## src/hdl/chip8_instruction_executor_top_macros.svh

```systemverilog
// assertion macros for the chip8 executor
`ifndef CHIP8_INSTRUCTION_EXECUTOR_TOP_MACROS_SVH
`define CHIP8_INSTRUCTION_EXECUTOR_TOP_MACROS_SVH

// same-cycle implication
`define C8X_ASSERT_NOW(lbl, ante, cons, msg) \
  lbl: assert property (@(posedge clk) disable iff (!rst_n) (ante) |-> (cons)) \
    else $error(msg);

// next-cycle implication
`define C8X_ASSERT_NEXT(lbl, ante, cons, msg) \
  lbl: assert property (@(posedge clk) disable iff (!rst_n) (ante) |=> (cons)) \
    else $error(msg);

`endif

```

## src/hdl/c8x_pkg.sv

```systemverilog
`default_nettype none
package c8x_pkg;

  localparam int MEM_DEPTH   = 4096;
  localparam int STACK_DEPTH = 16;
  localparam int SCREEN_COLS = 64;
  localparam int SCREEN_ROWS = 32;
  localparam int NUM_V       = 16;
  localparam int FONT_LEN    = 80;

  localparam int MEM_AW     = $clog2(MEM_DEPTH);
  localparam int SIDX_W     = $clog2(STACK_DEPTH);
  localparam int SP_W       = $clog2(STACK_DEPTH + 1);
  localparam int ROW_W      = $clog2(SCREEN_ROWS);
  localparam int COL_W      = $clog2(SCREEN_COLS);
  localparam int V_AW       = $clog2(NUM_V);
  localparam int CNT_W      = MEM_AW;
  localparam int WRAP_STEPS = (4096 + 15) / MEM_DEPTH;
  localparam int STATE_W    = 5;

  localparam logic [11:0] PC_RESET = 12'd512;

  localparam logic [2:0] OP_WRITE  = 3'd0;
  localparam logic [2:0] OP_EXEC   = 3'd1;
  localparam logic [2:0] OP_RDMEM  = 3'd2;
  localparam logic [2:0] OP_RDROW  = 3'd3;
  localparam logic [2:0] OP_RDREG  = 3'd4;

  localparam logic [3:0] GRP_SYS  = 4'h0;
  localparam logic [3:0] GRP_JP   = 4'h1;
  localparam logic [3:0] GRP_CALL = 4'h2;
  localparam logic [3:0] GRP_SE   = 4'h3;
  localparam logic [3:0] GRP_SNE  = 4'h4;
  localparam logic [3:0] GRP_SER  = 4'h5;
  localparam logic [3:0] GRP_LD   = 4'h6;
  localparam logic [3:0] GRP_ADD  = 4'h7;
  localparam logic [3:0] GRP_ALU  = 4'h8;
  localparam logic [3:0] GRP_SNER = 4'h9;
  localparam logic [3:0] GRP_LDI  = 4'hA;
  localparam logic [3:0] GRP_JPV  = 4'hB;
  localparam logic [3:0] GRP_RND  = 4'hC;
  localparam logic [3:0] GRP_DRW  = 4'hD;
  localparam logic [3:0] GRP_KEY  = 4'hE;
  localparam logic [3:0] GRP_MISC = 4'hF;

  localparam logic [15:0] OPC_CLS = 16'h00E0;
  localparam logic [15:0] OPC_RET = 16'h00EE;

  localparam logic [3:0] ALU_MOV  = 4'h0;
  localparam logic [3:0] ALU_OR   = 4'h1;
  localparam logic [3:0] ALU_AND  = 4'h2;
  localparam logic [3:0] ALU_XOR  = 4'h3;
  localparam logic [3:0] ALU_ADD  = 4'h4;
  localparam logic [3:0] ALU_SUB  = 4'h5;
  localparam logic [3:0] ALU_SHR  = 4'h6;
  localparam logic [3:0] ALU_SUBN = 4'h7;
  localparam logic [3:0] ALU_SHL  = 4'hE;

  localparam logic [7:0] KK_SKP   = 8'h9E;
  localparam logic [7:0] KK_SKNP  = 8'hA1;
  localparam logic [7:0] KK_LDDT  = 8'h07;
  localparam logic [7:0] KK_WAITK = 8'h0A;
  localparam logic [7:0] KK_STDT  = 8'h15;
  localparam logic [7:0] KK_STST  = 8'h18;
  localparam logic [7:0] KK_ADDI  = 8'h1E;
  localparam logic [7:0] KK_FONT  = 8'h29;
  localparam logic [7:0] KK_BCD   = 8'h33;
  localparam logic [7:0] KK_STORE = 8'h55;
  localparam logic [7:0] KK_LOAD  = 8'h65;

  localparam logic [STATE_W-1:0] S_CLR  = 5'd0;
  localparam logic [STATE_W-1:0] S_IDLE = 5'd1;
  localparam logic [STATE_W-1:0] S_ACC  = 5'd2;
  localparam logic [STATE_W-1:0] S_RD   = 5'd3;
  localparam logic [STATE_W-1:0] S_F1   = 5'd4;
  localparam logic [STATE_W-1:0] S_F2   = 5'd5;
  localparam logic [STATE_W-1:0] S_F3   = 5'd6;
  localparam logic [STATE_W-1:0] S_F4   = 5'd7;
  localparam logic [STATE_W-1:0] S_EX   = 5'd8;
  localparam logic [STATE_W-1:0] S_VF   = 5'd9;
  localparam logic [STATE_W-1:0] S_CLS  = 5'd10;
  localparam logic [STATE_W-1:0] S_D0   = 5'd11;
  localparam logic [STATE_W-1:0] S_D1   = 5'd12;
  localparam logic [STATE_W-1:0] S_D2   = 5'd13;
  localparam logic [STATE_W-1:0] S_BCD  = 5'd14;
  localparam logic [STATE_W-1:0] S_ST0  = 5'd15;
  localparam logic [STATE_W-1:0] S_ST1  = 5'd16;
  localparam logic [STATE_W-1:0] S_LD0  = 5'd17;
  localparam logic [STATE_W-1:0] S_LD1  = 5'd18;
  localparam logic [STATE_W-1:0] S_DONE = 5'd19;

  typedef struct packed {
    logic [2:0]  op;
    logic [11:0] address;
    logic [7:0]  data;
    logic [7:0]  random_byte;
    logic [15:0] keys;
  } in_item_t;

  typedef struct packed {
    logic [63:0] read_data;
    logic [11:0] pc_value;
    logic [11:0] index_value;
    logic        screen_changed;
    logic [7:0]  delay_value;
    logic [7:0]  sound_value;
    logic        unknown_opcode;
  } out_item_t;

  typedef struct packed {
    logic               accept;
    logic [STATE_W-1:0] state;
    logic [CNT_W-1:0]   cnt;
  } cmd_t;

  typedef struct packed {
    logic [2:0]  op;
    logic [15:0] opc;
  } stat_t;

  localparam logic [7:0] FONT [FONT_LEN] = '{
    8'hF0,8'h90,8'h90,8'h90,8'hF0, 8'h20,8'h60,8'h20,8'h20,8'h70,
    8'hF0,8'h10,8'hF0,8'h80,8'hF0, 8'hF0,8'h10,8'hF0,8'h10,8'hF0,
    8'h90,8'h90,8'hF0,8'h10,8'h10, 8'hF0,8'h80,8'hF0,8'h10,8'hF0,
    8'hF0,8'h80,8'hF0,8'h90,8'hF0, 8'hF0,8'h10,8'h20,8'h40,8'h40,
    8'hF0,8'h90,8'hF0,8'h90,8'hF0, 8'hF0,8'h90,8'hF0,8'h10,8'hF0,
    8'hF0,8'h90,8'hF0,8'h90,8'h90, 8'hE0,8'h90,8'hE0,8'h90,8'hE0,
    8'hF0,8'h80,8'h80,8'h80,8'hF0, 8'hE0,8'h90,8'h90,8'h90,8'hE0,
    8'hF0,8'h80,8'hF0,8'h80,8'hF0, 8'hF0,8'h80,8'hF0,8'h80,8'h80
  };

  function automatic logic [MEM_AW-1:0] mem_wrap(input logic [12:0] a);
    logic [12:0] t;
    t = a;
    for (int k = 0; k < WRAP_STEPS; k++) begin
      if (t >= 13'(MEM_DEPTH)) begin
        t = t - 13'(MEM_DEPTH);
      end
    end
    return t[MEM_AW-1:0];
  endfunction

  function automatic logic [7:0] bcd_digit(input logic [7:0] v, input logic [1:0] sel);
    logic [1:0]  hund;
    logic [6:0]  rem;
    logic [14:0] prod;
    logic [3:0]  tens;
    logic [3:0]  ones;
    if (v >= 8'd200) begin
      hund = 2'd2;
      rem  = 7'(v - 8'd200);
    end else if (v >= 8'd100) begin
      hund = 2'd1;
      rem  = 7'(v - 8'd100);
    end else begin
      hund = 2'd0;
      rem  = v[6:0];
    end
    prod = 15'(rem) * 15'd205;
    tens = prod[14:11];
    ones = 4'(rem - 7'(tens) * 7'd10);
    if (sel == 2'd0) begin
      return {6'd0, hund};
    end else if (sel == 2'd1) begin
      return {4'd0, tens};
    end
    return {4'd0, ones};
  endfunction

endpackage
`default_nettype wire

```

## src/hdl/c8x_ctrl.sv

```systemverilog
`default_nettype none
module c8x_ctrl
  import c8x_pkg::*;
(
  input  wire logic  clk,
  input  wire logic  rst_n,
  input  wire logic  start,
  input  wire stat_t st,
  output cmd_t       cmd,
  output logic       busy
);

  logic [STATE_W-1:0] state_r, state_nxt;
  logic [CNT_W-1:0]   cnt_r, cnt_nxt;
  logic [3:0]         grp, x, n;
  logic [7:0]         kk;

  assign grp = st.opc[15:12];
  assign x   = st.opc[11:8];
  assign n   = st.opc[3:0];
  assign kk  = st.opc[7:0];

  assign busy       = (state_r != S_IDLE);
  assign cmd.accept = (state_r == S_IDLE) && start;
  assign cmd.state  = state_r;
  assign cmd.cnt    = cnt_r;

  always_comb begin
    state_nxt = state_r;
    cnt_nxt   = cnt_r;
    unique case (state_r)
      S_CLR: begin
        if (cnt_r == CNT_W'(MEM_DEPTH - 1)) begin
          state_nxt = S_IDLE;
          cnt_nxt   = '0;
        end else begin
          cnt_nxt = cnt_r + 1'b1;
        end
      end
      S_IDLE: begin
        if (start) begin
          state_nxt = S_ACC;
          cnt_nxt   = '0;
        end
      end
      S_ACC: begin
        if (st.op == OP_EXEC) begin
          state_nxt = S_F1;
        end else if (st.op == OP_RDMEM || st.op == OP_RDROW || st.op == OP_RDREG) begin
          state_nxt = S_RD;
        end else begin
          state_nxt = S_DONE;
        end
      end
      S_RD: state_nxt = S_DONE;
      S_F1: state_nxt = S_F2;
      S_F2: state_nxt = S_F3;
      S_F3: state_nxt = S_F4;
      S_F4: state_nxt = S_EX;
      S_EX: begin
        cnt_nxt = '0;
        priority if (st.opc == OPC_CLS) begin
          state_nxt = S_CLS;
        end else if (grp == GRP_DRW) begin
          state_nxt = (n == 4'd0) ? S_VF : S_D0;
        end else if (grp == GRP_ALU && (n == ALU_ADD || n == ALU_SUB || n == ALU_SHR ||
                                        n == ALU_SUBN || n == ALU_SHL)) begin
          state_nxt = S_VF;
        end else if (grp == GRP_MISC && kk == KK_BCD) begin
          state_nxt = S_BCD;
        end else if (grp == GRP_MISC && kk == KK_STORE) begin
          state_nxt = S_ST0;
        end else if (grp == GRP_MISC && kk == KK_LOAD) begin
          state_nxt = S_LD0;
        end else begin
          state_nxt = S_DONE;
        end
      end
      S_VF: state_nxt = S_DONE;
      S_CLS: begin
        if (cnt_r == CNT_W'(SCREEN_ROWS - 1)) begin
          state_nxt = S_DONE;
        end else begin
          cnt_nxt = cnt_r + 1'b1;
        end
      end
      S_D0: state_nxt = S_D1;
      S_D1: state_nxt = S_D2;
      S_D2: begin
        cnt_nxt   = cnt_r + 1'b1;
        state_nxt = (cnt_r[3:0] + 4'd1 == n) ? S_VF : S_D0;
      end
      S_BCD: begin
        if (cnt_r[1:0] == 2'd2) begin
          state_nxt = S_DONE;
        end else begin
          cnt_nxt = cnt_r + 1'b1;
        end
      end
      S_ST0: state_nxt = S_ST1;
      S_ST1: begin
        if (cnt_r[3:0] == x) begin
          state_nxt = S_DONE;
        end else begin
          state_nxt = S_ST0;
          cnt_nxt   = cnt_r + 1'b1;
        end
      end
      S_LD0: state_nxt = S_LD1;
      S_LD1: begin
        if (cnt_r[3:0] == x) begin
          state_nxt = S_DONE;
        end else begin
          state_nxt = S_LD0;
          cnt_nxt   = cnt_r + 1'b1;
        end
      end
      S_DONE: state_nxt = S_IDLE;
      default: begin
        state_nxt = S_IDLE;
        cnt_nxt   = '0;
      end
    endcase
  end

  always_ff @(posedge clk) begin
    if (!rst_n) begin
      state_r <= S_CLR;
      cnt_r   <= '0;
    end else begin
      state_r <= state_nxt;
      cnt_r   <= cnt_nxt;
    end
  end

endmodule
`default_nettype wire

```

## config.mk

```make
export PLATFORM = sky130hd
export DESIGN_NAME = c8x_ctrl
export DESIGN_NICKNAME = d
export VERILOG_FILES = /design/src/hdl/chip8_instruction_executor_top_macros.svh /design/src/hdl/c8x_pkg.sv /design/src/hdl/c8x_ctrl.sv
export SDC_FILE = /design/constraint.sdc
export NUM_CORES = 1
export LEC_CHECK = 0
export ABC_AREA = 1
export BUFFER_PORTS_ARGS = -buffer_cell sky130_fd_sc_hd__buf_2
export CORE_UTILIZATION = 55
export DETAILED_ROUTE_END_ITERATION = 7
export PLACE_DENSITY = 0.89
export RECOVER_POWER = 25
export SYNTH_ARGS = -nofsm -noshare
export SYNTH_HDL_FRONTEND = slang
export SYNTH_SLANG_ARGS = --single-unit
export TNS_END_PERCENT = 30
```

## constraint.sdc

```tcl
create_clock -name clk -period 2.3 [get_ports clk]
set_input_delay 0.69 -clock clk [delete_from_list [all_inputs] [get_ports clk]]
set_output_delay 0.69 -clock clk [all_outputs]
set_load 0.02 [all_outputs]
```

==> metrics <==
maximum clock insertion buffer count 2; # rows 20; WS Path Type flop to output port; drt total wl 5.47 mm; final setup margin 199 ps; Top Ports 41; skew final 13.3 ps; largest net degree at the start of global routing 15; HP Class flop to flop; status finished clean; Lkg Pwr 1.13 nW; Cells after Synth 356; Yosys cell types 33; Total GRT Usage 31.2%; DP HPWL 4.44 mm; top_reg_cell synth dfxtp_1; CP required 1610 ps; most area-hungry cell type in the Yosys netlist nand2_1; CP arrival 1410 ps; CTS tree built; r2r setup slk 270 ps; Max-Cap Viols 0; Setup Buffers After CTS 0; CTS Root Buffer Type clkbuf_4; fin. max-slew vios 0; vias in the first global route 2071; first-pass GRT wire length 8.71 mm; Final min period 2100 ps; latest clock arrival within the worst-skew pair 310 ps; register area 340 um2; Non-Filler Instances 443; total iterations of the first detailed-routing run 5; Area Growth Syn to Fin 13.9%; clock sink count 17; cell area after synthesis 1900 um2; ant diodes 0; DRC violations left 0; Hold-fix buffers, CTS 0; initial core utilization 60.2%; most frequent cell after synthesis nand2_1; layout cells sized above 1 14.5%; Seq cells post-synth 17; # placed instances 439; asr flop ratio synth 0%; initial antenna violation count 0; global route total overflow 0; CP Capture Type output port; Final Setup Violations 0; critical path peak fanout 8; Synth top cells by count 122 x nand2_1, 52 x nor2_1, 41 x inv_1, 37 x nand3_1, 19 x a21oi_1; gpl congestion 0.956; Worst setup SP type flop; H-Tree Depth 1; # nets final 424; unrepaired setup endpoints after global routing no; Slew headroom 68.6%; pre-CTS setup slack 232 ps; via count 2445; die area 3690 um2; yosys warns 0; Vias/cell 5.52; area of the multi-input gates 1360 um2; Detailed Route Iter0 Violations 286; power density over the cells 588 nW/um2; maximum clock rate 476 MHz; maximum vdd drop 0.561 mV; DIE HEIGHT 60.7 um; Port Buffers 40; DR WL/cell 12.4 um; area of the core 3150 um2; Synth top area share 24.1%; DRT antenna net count 0; Setup TNS 0 ps; # fillers 339; syn_nets 380; sequential area share after synthesis 17.9%; clock-pin transition on the worst setup and hold timing paths 110 ps; Final period util 91.3%; Worst Max-Slew Pin Slew 469 ps; syn avg cell area 5.33 um2; top cells by area, synth nand2_1 24%, dfxtp_1 18%, nor2_1 10%, nand3_1 9.8%, inv_1 8.1%; Post-synth EDFFs 0; die boundary width 60.7 um; TritonCTS buffer count 3; CTS resizes 0; Final Hold Fails 0
## sequential cells by signal, summed over array words and instances (netlist names)
register,flops
state_r,5
cnt_r,12
## worst max-delay path, cell delays in order, from the launching register on
cell     delay [ps]
dfxtp_1         420
nor2_4          220
nand4_2         170
nor2_1          130
buf_2           170
## kinds of logic after synthesis
family	share of synthesized area, %
xor gates and xnor gates	2.31
adders and majority gates	1.32
DFF	17.9
and+or+nand+nor	58.7
buffers and inverters	10.3
AOI/OAI and AO/OA	9.49
## final cells by class
type	count	share of cell area [%]
multi-input cells	290	63.0
inverters	46	7.99
clock inverters	1	0.231
flip-flops and latches	17	15.7
well taps	44	2.55
clock buffers	3	1.04
repair buffers	42	9.43
## where the power goes
part	total, W	internal, W	switching, W
combinational	0.000701	0.000219	0.000482
sequential	0.000401	0.000331	0.0000701
clock	0.000168	0.0000649	0.000103
total	0.00127	0.000615	0.000656
## per-stage QoR
step                      instance area, um2  power (W)  hold WS, ps  util [%]
after floorplan                         1900   0.000922          574         -
after global placement                  2150    0.00109          509      68.1
after detailed placement                2150    0.00110          527      68.1
after CTS                               2170    0.00126          543      68.9
after global routing                    2160    0.00137          570      68.6
final                                   2160    0.00127          544      68.6
## layout by cell type (no fill, tap or decap)
master | Yosys | layout
o21ai_0 | 6 | 6
clkbuf_4 | 0 | 3
nand3b_1 | 1 | 1
xor2_1 | 4 | 4
nand2_2 | 1 | 1
nor3_2 | 2 | 2
buf_4 | 1 | 2
buf_2 | 0 | 31
inv_2 | 5 | 5
o21bai_1 | 1 | 1
nand4_1 | 11 | 11
nor2b_1 | 1 | 1
clkinv_2 | 0 | 1
or2_1 | 1 | 1
o21ai_1 | 2 | 2
xnor2_1 | 1 | 1
o21ai_2 | 2 | 2
dfxtp_1 | 17 | 17
nor3_1 | 11 | 11
nand2_4 | 1 | 1
or2_2 | 1 | 1
nor2_1 | 52 | 52
a21oi_1 | 19 | 19
nand4_2 | 1 | 1
o211ai_1 | 1 | 1
nor2_4 | 2 | 2
nand2_1 | 122 | 122
clkbuf_1 | 1 | 9
inv_1 | 41 | 41
a31oi_1 | 1 | 1
ha_1 | 2 | 2
o22ai_1 | 1 | 1
nor2_2 | 2 | 2
nand3_2 | 4 | 4
nand3_1 | 37 | 37
## path summary, 6_finish.rpt
check	cells past startpoint	endpoint	startpoint
setup / recovery	4	cmd[17]	state_r[2]
hold / removal	2	cnt_r[8]	cnt_r[8]
setup reg to reg	9	cnt_r[2]	state_r[0]
hold reg to reg	2	cnt_r[8]	cnt_r[8]
## layer usage
metal,vias up,global-route usage (%),part of all wire [%]
li1,1228,-,-
met1,1093,40.9,44
met2,112,53.1,47
met3,12,6.61,7.8
met4,0,6.49,1.5
met5,-,0,0
No activity file was read; power rests on OpenSTA's default activity.
